## src/design/tmh_pkg.sv

```systemverilog
// shared types, codes and deadline helpers for the timer heap
package tmh_pkg;

    typedef enum logic [3:0] {
        S_CLEAR,
        S_IDLE,
        S_KEY,
        S_TAIL,
        S_UP_RD,
        S_UP_CMP,
        S_DN_RD,
        S_DN_LD,
        S_DN_CMP,
        S_PLACE,
        S_ROOT_RD,
        S_ROOT_CHK
    } state_t;

    localparam logic [1:0] MODE_ARM    = 2'd0;
    localparam logic [1:0] MODE_ADJUST = 2'd1;
    localparam logic [1:0] MODE_CANCEL = 2'd2;
    localparam logic [1:0] MODE_TICK   = 2'd3;

    localparam logic [1:0] ST_OK      = 2'd0;
    localparam logic [1:0] ST_FULL    = 2'd1;
    localparam logic [1:0] ST_UNARMED = 2'd2;

    localparam logic KIND_EXPIRED = 1'b0;
    localparam logic KIND_DONE    = 1'b1;

    typedef struct packed {
        logic [7:0]  key;
        logic [31:0] dl;
    } heap_ent_t;

    typedef struct packed {
        logic        valid;
        logic        kind;
        logic [7:0]  key;
        logic [1:0]  status;
        logic        pending;
        logic [15:0] remain;
        logic        last;
    } result_t;

    function automatic logic earlier(input logic [31:0] a, input logic [31:0] b);
        logic [31:0] diff;
        diff = a - b;
        return diff[31];
    endfunction

    function automatic logic [15:0] remain_ms(input logic [31:0] dl, input logic [31:0] now);
        logic [31:0] d;
        d = dl - now;
        if (d[31] || d == 32'd0)
            return 16'd0;
        else if (|d[31:16])
            return 16'hFFFF;
        else
            return d[15:0];
    endfunction

endpackage

```

## src/design/tmh_ram.sv

```systemverilog
// generic single write port ram with registered read
module tmh_ram #(
    parameter int WIDTH = 8,
    parameter int DEPTH = 32
) (
    input  logic                     clk,
    input  logic                     we,
    input  logic [$clog2(DEPTH)-1:0] waddr,
    input  logic [WIDTH-1:0]         wdata,
    input  logic                     re,
    input  logic [$clog2(DEPTH)-1:0] raddr,
    output logic [WIDTH-1:0]         rdata
);
    logic [WIDTH-1:0] mem [DEPTH];
    logic [WIDTH-1:0] rdata_reg;

    always_ff @(posedge clk)
    begin
        if (we)
        begin
            mem[waddr] <= wdata;
        end
        if (re)
        begin
            rdata_reg <= mem[raddr];
        end
    end

    assign rdata = rdata_reg;
endmodule

```

## src/design/tmh_core.sv

```systemverilog
// heap sequencer: key lookup, sift up and down, expiry and result requests
module tmh_core #(
    parameter int CAPACITY  = 32,
    parameter int KEY_COUNT = 256
) (
    input  logic                             clk,
    input  logic                             rst_n,
    input  logic                             in_valid,
    output logic                             in_ready,
    input  logic [1:0]                       mode,
    input  logic [7:0]                       key,
    input  logic [15:0]                      timeout,
    output tmh_pkg::result_t                 res,
    input  logic                             out_free,
    output logic                             heap_we,
    output logic [$clog2(CAPACITY)-1:0]      heap_waddr,
    output tmh_pkg::heap_ent_t               heap_wdata,
    output logic                             heap_re,
    output logic [$clog2(CAPACITY)-1:0]      heap_raddr,
    input  tmh_pkg::heap_ent_t               heap_rdata,
    output logic                             pos_we,
    output logic [$clog2(KEY_COUNT)-1:0]     pos_waddr,
    output logic [$clog2(CAPACITY):0]        pos_wdata,
    output logic                             pos_re,
    output logic [$clog2(KEY_COUNT)-1:0]     pos_raddr,
    input  logic [$clog2(CAPACITY):0]        pos_rdata
);
    import tmh_pkg::*;

    localparam int PW  = $clog2(CAPACITY);
    localparam int CW  = $clog2(CAPACITY + 1);
    localparam int KIW = $clog2(KEY_COUNT);

    state_t          state_reg, state_next;
    logic [1:0]      mode_reg, mode_next;
    logic [7:0]      key_reg, key_next;
    logic [15:0]     tout_reg, tout_next;
    logic [7:0]      ekey_reg, ekey_next;
    logic [31:0]     edl_reg, edl_next;
    logic [7:0]      lkey_reg, lkey_next;
    logic [31:0]     ldl_reg, ldl_next;
    logic [PW-1:0]   idx_reg, idx_next;
    logic [CW-1:0]   count_reg, count_next;
    logic [31:0]     time_reg, time_next;
    logic [1:0]      status_reg, status_next;
    logic            moved_reg, moved_next;
    logic [KIW-1:0]  clr_reg, clr_next;

    logic [8:0]      kred;
    logic [7:0]      kmod;
    logic            pos_armed;
    logic [PW-1:0]   pos_idx;
    logic [PW-1:0]   parent_idx;
    logic [PW:0]     child;
    logic [PW:0]     right;
    logic [PW:0]     cnt_ext;
    logic [CW-1:0]   tail;
    logic [PW-1:0]   tail_idx;
    logic [31:0]     dl_new;
    logic            full;
    logic            is_tick;
    logic            due;
    logic            up_swap;
    logic            right_win;
    logic [7:0]      best_key;
    logic [31:0]     best_dl;
    logic            dn_swap;

    always_comb
    begin
        kred = {1'b0, key};
        for (int s = 7; s >= 0; s--)
        begin
            if (32'(kred) >= (32'(KEY_COUNT) << s))
            begin
                kred = kred - 9'(32'(KEY_COUNT) << s);
            end
        end
    end

    assign kmod       = kred[7:0];
    assign pos_armed  = pos_rdata[PW];
    assign pos_idx    = pos_rdata[PW-1:0];
    assign parent_idx = PW'((idx_reg - PW'(1)) >> 1);
    assign child      = {idx_reg, 1'b1};
    assign right      = child + (PW+1)'(1);
    assign cnt_ext    = (PW+1)'(count_reg);
    assign tail       = count_reg - CW'(1);
    assign tail_idx   = PW'(tail);
    assign dl_new     = time_reg + 32'(tout_reg);
    assign full       = count_reg >= CW'(CAPACITY);
    assign is_tick    = mode_reg == MODE_TICK;
    assign due        = remain_ms(heap_rdata.dl, time_reg) == 16'd0;
    assign up_swap    = earlier(edl_reg, heap_rdata.dl);
    assign right_win  = (right < cnt_ext) && earlier(heap_rdata.dl, ldl_reg);
    assign best_key   = right_win ? heap_rdata.key : lkey_reg;
    assign best_dl    = right_win ? heap_rdata.dl : ldl_reg;
    assign dn_swap    = earlier(best_dl, edl_reg);
    assign in_ready   = state_reg == S_IDLE;

    always_comb
    begin
        state_next = state_reg;
        case (state_reg)
            S_CLEAR:
            begin
                if (clr_reg == KIW'(KEY_COUNT - 1))
                    state_next = S_IDLE;
            end
            S_IDLE:
            begin
                if (in_valid)
                    state_next = (mode == MODE_TICK) ? S_ROOT_RD : S_KEY;
            end
            S_KEY:
            begin
                case (mode_reg)
                    MODE_ARM:
                        state_next = (pos_armed || !full) ? S_UP_RD : S_ROOT_RD;
                    MODE_ADJUST:
                        state_next = pos_armed ? S_UP_RD : S_ROOT_RD;
                    MODE_CANCEL:
                        state_next = (pos_armed && (CW'(pos_idx) < tail)) ? S_TAIL
                                                                            : S_ROOT_RD;
                    default:
                        state_next = S_ROOT_RD;
                endcase
            end
            S_TAIL:
                state_next = S_UP_RD;
            S_UP_RD:
            begin
                if (idx_reg != '0)
                    state_next = S_UP_CMP;
                else
                    state_next = moved_reg ? S_PLACE : S_DN_RD;
            end
            S_UP_CMP:
            begin
                if (up_swap)
                    state_next = S_UP_RD;
                else
                    state_next = moved_reg ? S_PLACE : S_DN_RD;
            end
            S_DN_RD:
                state_next = (child < cnt_ext) ? S_DN_LD : S_PLACE;
            S_DN_LD:
                state_next = S_DN_CMP;
            S_DN_CMP:
                state_next = dn_swap ? S_DN_RD : S_PLACE;
            S_PLACE:
                state_next = S_ROOT_RD;
            S_ROOT_RD:
            begin
                if (count_reg != '0)
                    state_next = S_ROOT_CHK;
                else if (out_free)
                    state_next = S_IDLE;
            end
            S_ROOT_CHK:
            begin
                if (out_free)
                begin
                    if (is_tick && due)
                        state_next = (tail != '0) ? S_TAIL : S_ROOT_RD;
                    else
                        state_next = S_IDLE;
                end
            end
            default:
                state_next = S_IDLE;
        endcase
    end

    always_comb
    begin
        mode_next   = mode_reg;
        key_next    = key_reg;
        tout_next   = tout_reg;
        ekey_next   = ekey_reg;
        edl_next    = edl_reg;
        lkey_next   = lkey_reg;
        ldl_next    = ldl_reg;
        idx_next    = idx_reg;
        count_next  = count_reg;
        time_next   = time_reg;
        status_next = status_reg;
        moved_next  = moved_reg;
        clr_next    = clr_reg;
        heap_we     = 1'b0;
        heap_waddr  = idx_reg;
        heap_wdata  = heap_rdata;
        heap_re     = 1'b0;
        heap_raddr  = '0;
        pos_we      = 1'b0;
        pos_waddr   = KIW'(heap_rdata.key);
        pos_wdata   = {1'b1, idx_reg};
        pos_re      = 1'b0;
        pos_raddr   = KIW'(kmod);
        res         = '0;
        case (state_reg)
            S_CLEAR:
            begin
                pos_we    = 1'b1;
                pos_waddr = clr_reg;
                pos_wdata = '0;
                clr_next  = clr_reg + KIW'(1);
            end
            S_IDLE:
            begin
                pos_re = 1'b1;
                if (in_valid)
                begin
                    mode_next   = mode;
                    key_next    = kmod;
                    tout_next   = timeout;
                    status_next = ST_OK;
                    if (mode == MODE_TICK)
                        time_next = time_reg + 32'd1;
                end
            end
            S_KEY:
            begin
                moved_next = 1'b0;
                case (mode_reg)
                    MODE_ARM:
                    begin
                        ekey_next = key_reg;
                        edl_next  = dl_new;
                        if (pos_armed)
                            idx_next = pos_idx;
                        else if (full)
                            status_next = ST_FULL;
                        else
                        begin
                            idx_next   = PW'(count_reg);
                            count_next = count_reg + CW'(1);
                        end
                    end
                    MODE_ADJUST:
                    begin
                        ekey_next = key_reg;
                        edl_next  = dl_new;
                        idx_next  = pos_idx;
                        if (!pos_armed)
                            status_next = ST_UNARMED;
                    end
                    MODE_CANCEL:
                    begin
                        if (pos_armed)
                        begin
                            pos_we     = 1'b1;
                            pos_waddr  = KIW'(key_reg);
                            pos_wdata  = '0;
                            count_next = tail;
                            idx_next   = pos_idx;
                            heap_re    = 1'b1;
                            heap_raddr = tail_idx;
                        end
                        else
                            status_next = ST_UNARMED;
                    end
                    default:
                        status_next = ST_OK;
                endcase
            end
            S_TAIL:
            begin
                ekey_next  = heap_rdata.key;
                edl_next   = heap_rdata.dl;
                moved_next = 1'b0;
            end
            S_UP_RD:
            begin
                if (idx_reg != '0)
                begin
                    heap_re    = 1'b1;
                    heap_raddr = parent_idx;
                end
            end
            S_UP_CMP:
            begin
                if (up_swap)
                begin
                    heap_we    = 1'b1;
                    pos_we     = 1'b1;
                    idx_next   = parent_idx;
                    moved_next = 1'b1;
                end
            end
            S_DN_RD:
            begin
                if (child < cnt_ext)
                begin
                    heap_re    = 1'b1;
                    heap_raddr = PW'(child);
                end
            end
            S_DN_LD:
            begin
                lkey_next = heap_rdata.key;
                ldl_next  = heap_rdata.dl;
                if (right < cnt_ext)
                begin
                    heap_re    = 1'b1;
                    heap_raddr = PW'(right);
                end
            end
            S_DN_CMP:
            begin
                if (dn_swap)
                begin
                    heap_we         = 1'b1;
                    heap_wdata.key  = best_key;
                    heap_wdata.dl   = best_dl;
                    pos_we          = 1'b1;
                    pos_waddr       = KIW'(best_key);
                    idx_next        = right_win ? PW'(right) : PW'(child);
                end
            end
            S_PLACE:
            begin
                heap_we        = 1'b1;
                heap_wdata.key = ekey_reg;
                heap_wdata.dl  = edl_reg;
                pos_we         = 1'b1;
                pos_waddr      = KIW'(ekey_reg);
            end
            S_ROOT_RD:
            begin
                if (count_reg != '0)
                begin
                    heap_re    = 1'b1;
                    heap_raddr = '0;
                end
                else
                begin
                    res.valid  = 1'b1;
                    res.kind   = KIND_DONE;
                    res.status = status_reg;
                    res.last   = 1'b1;
                end
            end
            S_ROOT_CHK:
            begin
                res.valid = 1'b1;
                if (is_tick && due)
                begin
                    res.kind = KIND_EXPIRED;
                    res.key  = heap_rdata.key;
                    if (out_free)
                    begin
                        pos_we     = 1'b1;
                        pos_wdata  = '0;
                        count_next = tail;
                        idx_next   = '0;
                        if (tail != '0)
                        begin
                            heap_re    = 1'b1;
                            heap_raddr = tail_idx;
                        end
                    end
                end
                else
                begin
                    res.kind    = KIND_DONE;
                    res.status  = status_reg;
                    res.pending = 1'b1;
                    res.remain  = remain_ms(heap_rdata.dl, time_reg);
                    res.last    = 1'b1;
                end
            end
            default:
                status_next = status_reg;
        endcase
    end

    always_ff @(posedge clk or negedge rst_n)
    begin
        if (!rst_n)
        begin
            state_reg  <= S_CLEAR;
            count_reg  <= '0;
            time_reg   <= '0;
            clr_reg    <= '0;
            moved_reg  <= 1'b0;
            status_reg <= ST_OK;
            mode_reg   <= MODE_ARM;
        end
        else
        begin
            state_reg  <= state_next;
            count_reg  <= count_next;
            time_reg   <= time_next;
            clr_reg    <= clr_next;
            moved_reg  <= moved_next;
            status_reg <= status_next;
            mode_reg   <= mode_next;
        end
    end

    always_ff @(posedge clk)
    begin
        key_reg  <= key_next;
        tout_reg <= tout_next;
        ekey_reg <= ekey_next;
        edl_reg  <= edl_next;
        lkey_reg <= lkey_next;
        ldl_reg  <= ldl_next;
        idx_reg  <= idx_next;
    end
endmodule

```

## src/design/timer_min_heap.sv

```systemverilog
// top level: keyed timer heap with heap and key position memories and result register
//
//  channel  signals                                        direction
//  request  in_valid in_ready mode key timeout             in
//  result   out_valid out_ready kind expired_key status    out
//           has_pending next_remaining last
//
// after reset a clearing pass writes every entry of the key position memory to unarmed
// a request that moves an entry sifts it up by parent compares, else down by child compares;
// a tick removes each expired key at the root and sifts the tail entry down from the root
// all heap reads go through the single read port of the heap memory
// a result waits in the output register; the sequencer holds while it is not taken
module timer_min_heap #(
    parameter int CAPACITY  = 32,
    parameter int KEY_COUNT = 256
) (
    input  logic        clk,
    input  logic        rst_n,
    input  logic        in_valid,
    output logic        in_ready,
    input  logic [1:0]  mode,
    input  logic [7:0]  key,
    input  logic [15:0] timeout,
    output logic        out_valid,
    input  logic        out_ready,
    output logic        kind,
    output logic [7:0]  expired_key,
    output logic [1:0]  status,
    output logic        has_pending,
    output logic [15:0] next_remaining,
    output logic        last
);
    import tmh_pkg::*;

    localparam int PW  = $clog2(CAPACITY);
    localparam int KIW = $clog2(KEY_COUNT);

    result_t         res;
    logic            out_free;
    logic            heap_we, heap_re, pos_we, pos_re;
    logic [PW-1:0]   heap_waddr, heap_raddr;
    heap_ent_t       heap_wdata, heap_rdata;
    logic [KIW-1:0]  pos_waddr, pos_raddr;
    logic [PW:0]     pos_wdata, pos_rdata;

    logic            out_valid_reg, out_valid_next;
    result_t         out_reg, out_next;

    tmh_ram #(.WIDTH($bits(heap_ent_t)), .DEPTH(CAPACITY)) u_heap_ram (
        .clk   (clk),
        .we    (heap_we),
        .waddr (heap_waddr),
        .wdata (heap_wdata),
        .re    (heap_re),
        .raddr (heap_raddr),
        .rdata (heap_rdata)
    );

    tmh_ram #(.WIDTH(PW + 1), .DEPTH(KEY_COUNT)) u_pos_ram (
        .clk   (clk),
        .we    (pos_we),
        .waddr (pos_waddr),
        .wdata (pos_wdata),
        .re    (pos_re),
        .raddr (pos_raddr),
        .rdata (pos_rdata)
    );

    tmh_core #(.CAPACITY(CAPACITY), .KEY_COUNT(KEY_COUNT)) u_core (
        .clk        (clk),
        .rst_n      (rst_n),
        .in_valid   (in_valid),
        .in_ready   (in_ready),
        .mode       (mode),
        .key        (key),
        .timeout    (timeout),
        .res        (res),
        .out_free   (out_free),
        .heap_we    (heap_we),
        .heap_waddr (heap_waddr),
        .heap_wdata (heap_wdata),
        .heap_re    (heap_re),
        .heap_raddr (heap_raddr),
        .heap_rdata (heap_rdata),
        .pos_we     (pos_we),
        .pos_waddr  (pos_waddr),
        .pos_wdata  (pos_wdata),
        .pos_re     (pos_re),
        .pos_raddr  (pos_raddr),
        .pos_rdata  (pos_rdata)
    );

    assign out_free = !out_valid_reg || out_ready;

    always_comb
    begin
        out_valid_next = out_valid_reg;
        out_next       = out_reg;
        if (out_free)
        begin
            out_valid_next = res.valid;
            if (res.valid)
                out_next = res;
        end
    end

    always_ff @(posedge clk or negedge rst_n)
    begin
        if (!rst_n)
            out_valid_reg <= 1'b0;
        else
            out_valid_reg <= out_valid_next;
    end

    always_ff @(posedge clk)
    begin
        out_reg <= out_next;
    end

    assign out_valid      = out_valid_reg;
    assign kind           = out_reg.kind;
    assign expired_key    = out_reg.key;
    assign status         = out_reg.status;
    assign has_pending    = out_reg.pending;
    assign next_remaining = out_reg.remain;
    assign last           = out_reg.last;
endmodule

```

## config.mk

```make
export PLATFORM = sky130hd
export DESIGN_NAME = timer_min_heap
export DESIGN_NICKNAME = d
export VERILOG_FILES = /design/src/design/tmh_pkg.sv /design/src/design/tmh_ram.sv /design/src/design/tmh_core.sv /design/src/design/timer_min_heap.sv
export SDC_FILE = /design/constraint.sdc
export NUM_CORES = 2
export LEC_CHECK = 0
export ABC_AREA = 1
export BUFFER_PORTS_ARGS = -buffer_cell sky130_fd_sc_hd__buf_2
export CAP_MARGIN = 20
export CORE_ASPECT_RATIO = 1.5
export CORE_MARGIN = 8
export CORE_UTILIZATION = 60
export CTS_CLUSTER_DIAMETER = 80
export DETAILED_ROUTE_END_ITERATION = 10
export PLACE_DENSITY_LB_ADDON = 0.25
export SLEW_MARGIN = 20
export SYNTH_ARGS = -nofsm -noshare
export SYNTH_HDL_FRONTEND = slang
export SYNTH_SLANG_ARGS = --single-unit
export TNS_END_PERCENT = 100
```

## constraint.sdc

```tcl
create_clock -name clk -period 19.05 [get_ports clk]
set_clock_uncertainty 0.05 [all_clocks]
set_input_delay 1.905 -clock clk [delete_from_list [all_inputs] [get_ports clk]]
set_output_delay 1.905 -clock clk [all_outputs]
set_load 0.01 [all_outputs]
```

==> summary.md <==
| Metric | Value |
|---|---|
| Area Growth Syn to Fin | `9.07%` |
| Max FFs per register | `1,536` |
| Final ANT Viol Nets | `0` |
| Placer Congestion | `~0.98` |
| Syn avg cell area | `11.6 um2` |
| CORE AREA | `~220,000 um2` |
| DR vias | `90,780` |
| Crit path time final | `9.99 ns` |
| Die width | `397 um` |
| Synthesized netlist cell count | `11,216` |
| Root Buffer | `clkbuf_16` |
| Sw Ratio | `0.332` |
| I/O Buffers | `60` |
| DRC violations left | `0` |
| WP data required | `19.52 ns` |
| Finished Layout Cells | `14,086` |
| IR drop worst, VDD | `roughly 0.00024 V` |
| R2r startpoint | `u_heap_ram.rdata[14]` |
| PD cells | `134 nW/um2` |
| Fillers | `15,678` |
| Synth async-reset ratio | `0.0183` |
| Num CTS Buffers | `287` |
| Yosys top cell area share | `0.690` |
| Sequential area share after synthesis | `0.701` |
| Main synth FF type | `edfxtp_1` |
| Combinational fraction of design power | `0.243` |
| Hold_sp | `u_core.clr_reg[5]` |
| Max Slew Vio Count | `0` |
| Finish-stage setup viols | `0` |
| Post-CTS Setup Inserts | `0` |
| Post-CTS sizing | `0` |
| Synth Net Count | `11,418` |
| Fin nets | `11,216` |
| Hold depth | `1` |
| Sequential power share | `0.466` |
| Post-synth top cells | `2,999 x edfxtp_1, 1,798 x nand2_1, 1,451 x nor2_1` |
| Critical path fanouts, max | `90` |
| Clock share of power | `0.291` |
| Slew @ Worst Pin | `1.18 ns` |
| Hold path endpoint | `u_core.clr_reg[5]` |
| Gr ovfl total | `0` |
| CTS tree | `yes` |
| Drt wl/cell | `26.7 um` |
| Syn. warnings | `0` |
| Leading area contributor after synthesis | `edfxtp_1` |
| Die height | `587 um` |
| Tot Pwr | `19.1 mW` |
| Clock latency on the worst-skew pair | `between 0.8 and 0.9 ns` |
| H-tree levels | `5` |
| Post-Syn Area | `131,000 um2` |
| Setup repair after global routing missed its margin | `false` |
| Initial antenna violation count | `7` |
| Clock buffer depth | `4` |
| Setup TNS | `0 ns` |
| I/O pin count | `61` |
| Layout cell share with drive strength beyond 1 | `0.0675` |
| Status | `complete, no violations` |
| Site Rows | `209` |
| Critical Path Sink Type | `flip-flop` |
| Drt via density | `roughly 6.4` |
| Worst flop-to-flop path endpoint | `u_heap_ram.rdata[6]` |
| Count leader, synth | `edfxtp_1` |
| Maxcap violations | `0` |
| DRT iter0 DRCs | `11,251` |
| Critical path type | `reg -> reg` |
| Fmax | `100 MHz` |
| Pint | `12.8 mW` |
| Post-Route WL | `between 300,000 and 400,000 um` |
| Post-synth EDFFs | `2,999` |
| Final hold vios | `0` |
| Hold buffers post-CTS | `0` |
| Drt pass-1 iters | `7` |
| Vias in the first global route | `89,243` |
| Relative slew slack | `0.211` |
| Clk sinks | `3,055` |
| Largest net degree at the start of global routing | `217` |
| Fin crit share | `0.524` |
| Clock transition at the registers of the reported paths | `0.07 ns` |
| Worst Path Arrival | `approximately 10 ns` |
| Switching power | `6.34 mW` |
| Cell variety after synth | `60` |
| Register bit total from synthesis | `3,055` |
| Leak pwr | `49.3 nW` |
| Placed Cells | `13,572` |
| Global-route wire length before repair | `555,000 um` |
| Reg2Reg Depth | `27` |
| Synth top area cells | `edfxtp_1 69%, nand2_1 5.2%, nand3_1 5.1%` |
| FF-to-FF setup slack | `9.06 ns` |
| Crit start category | `flip-flop` |
| Post-DP HPWL | `approximately 220,000 um` |
| Initial core utilization | `0.604` |
| HP Class | `reg -> reg` |
| GRT Total Usage | `0.313` |
| Die area | `233,000 um2` |
layer usage:
metal	up-vias	share of wire	track usage	routed length (um)
met5	-	0	0	0
met4	0	0.084	0.220	31600
met3	1358	0.087	0.0465	32700
met2	5512	0.49	0.526	184000
met1	44062	0.34	0.371	128000
li1	39848	-	-	-
cell families (layout without fill, tap and decap cells):
logic type | count (synthesis) | count (layout) | share of synthesized area
buf+inv | 1168 | 1182 | 0.0358
mux | 2 | 2 | 0.000153
flops | 3055 | 3055 | 0.701
xor+xnor | 110 | 110 | 0.00738
other cells | 0 | 8 | 0
simple gates | 4837 | 4837 | 0.159
compound gates | 1872 | 1872 | 0.0802
fa+ha+maj | 172 | 172 | 0.0166
per-stage QoR:
stage	hold slack (ns)	instance area (um2)	utilization	setup WS, ns
2_1_floorplan	0.403	131000	-	4.92
3_3_place_gp	0.424	133000	0.617	9.50
3_5_place_dp	0.430	133000	0.617	9.45
4_1_cts	0.445	142000	0.658	9.47
5_1_grt	0.453	142000	0.658	8.86
6_report	0.443	142000	0.658	9.06
layout make-up:
cell class                      count  area, um2  share of cell area
Sequential cell                  3055      91500               0.642
Multi-Input combinational cell   6993      35000               0.246
Clock buffer                      340       7540              0.0530
Tap cell                         2848       3560              0.0250
Inverter                          466       1790              0.0125
Timing Repair Buffer              211       1650              0.0116
Clock inverter                    165       1370             0.00962
Antenna cell                        8       20.0            0.000141
power groups by stage:
stage,sequential (mW),clock (mW),combinational (mW)
3_5_place_dp,9.04,0,4.56
5_1_grt,8.92,5.83,4.91
3_3_place_gp,9.03,0,4.49
4_1_cts,8.90,5.60,4.58
6_report,8.90,5.56,4.63
2_1_floorplan,9.26,0,2.52
cell usage in the layout, fill, tap and decap left out, types with 8 or more instances in the layout:
| master | Yosys | layout |
|---|---|---|
| edfxtp_1 | 2999 | 2999 |
| nand2_1 | 1798 | 1796 |
| nor2_1 | 1451 | 1441 |
| nand3_1 | 1324 | 1317 |
| o21ai_0 | 1127 | 1127 |
| o22ai_1 | 474 | 474 |
| inv_1 | 450 | 414 |
| clkbuf_16 | 0 | 294 |
| ha_1 | 170 | 170 |
| buf_4 | 9 | 137 |
| nand3b_1 | 125 | 125 |
| a21oi_1 | 114 | 112 |
| xor2_1 | 82 | 82 |
| clkinv_1 | 6 | 77 |
| buf_2 | 167 | 56 |
| dfrtp_1 | 56 | 56 |
| clkinv_2 | 0 | 52 |
| nor3_1 | 48 | 47 |
| clkbuf_1 | 505 | 45 |
| inv_2 | 10 | 37 |
| nand4_1 | 28 | 28 |
| xnor2_1 | 28 | 28 |
| o32ai_1 | 28 | 28 |
| nor2_4 | 8 | 19 |
| bufinv_16 | 0 | 19 |
| nand3_2 | 11 | 18 |
| a211oi_1 | 18 | 18 |
| o221ai_4 | 0 | 18 |
| o221ai_1 | 49 | 17 |
| o211ai_1 | 14 | 14 |
| o221ai_2 | 0 | 14 |
| buf_12 | 0 | 13 |
| nor4_1 | 11 | 10 |
| nand2_2 | 8 | 9 |
| inv_6 | 0 | 9 |
| nand3_4 | 9 | 9 |
| diode_2 | 0 | 8 |
| o21a_1 | 8 | 8 |
| clkinvlp_4 | 0 | 8 |
critical path: stages, from the launching register on:
cell      delay, ns
edfxtp_1       0.55
ha_1           0.44
nand2_1        0.12
o21ai_0        0.47
o21bai_1       0.20
a21o_1         0.19
nand3_1        0.11
nand3_1        0.08
nand2_1        0.07
nor2_1         0.12
nand2_1        0.07
nor2_1         0.13
nand3_1        0.10
nand2_2        0.30
nand4_1        0.45
nand2_4        0.80
buf_4          0.85
buf_4          0.94
buf_4          0.92
buf_4          0.73
buf_4          0.80
nand2_1        0.10
nand2_1        0.10
nand2_1        0.07
nand3_1        0.13
nand3_1        0.10
nand3_1        0.12
nand2_1        0.18
worst max-delay path by stage:
stage,from,endpoint,slack (ns),cells after the start
after floorplan,u_heap_ram.rdata[0],u_pos_ram.mem[0][2],4.92,23
after global placement,u_heap_ram.rdata[0],u_heap_ram.rdata[6],9.50,29
after detailed placement,u_heap_ram.rdata[0],u_heap_ram.rdata[6],9.45,30
after CTS,u_heap_ram.rdata[0],u_heap_ram.rdata[6],9.47,30
after global routing,u_heap_ram.rdata[0],u_heap_ram.rdata[9],8.86,29
final,u_heap_ram.rdata[14],u_heap_ram.rdata[6],9.06,27
Power figures use the tool's default switching activity.
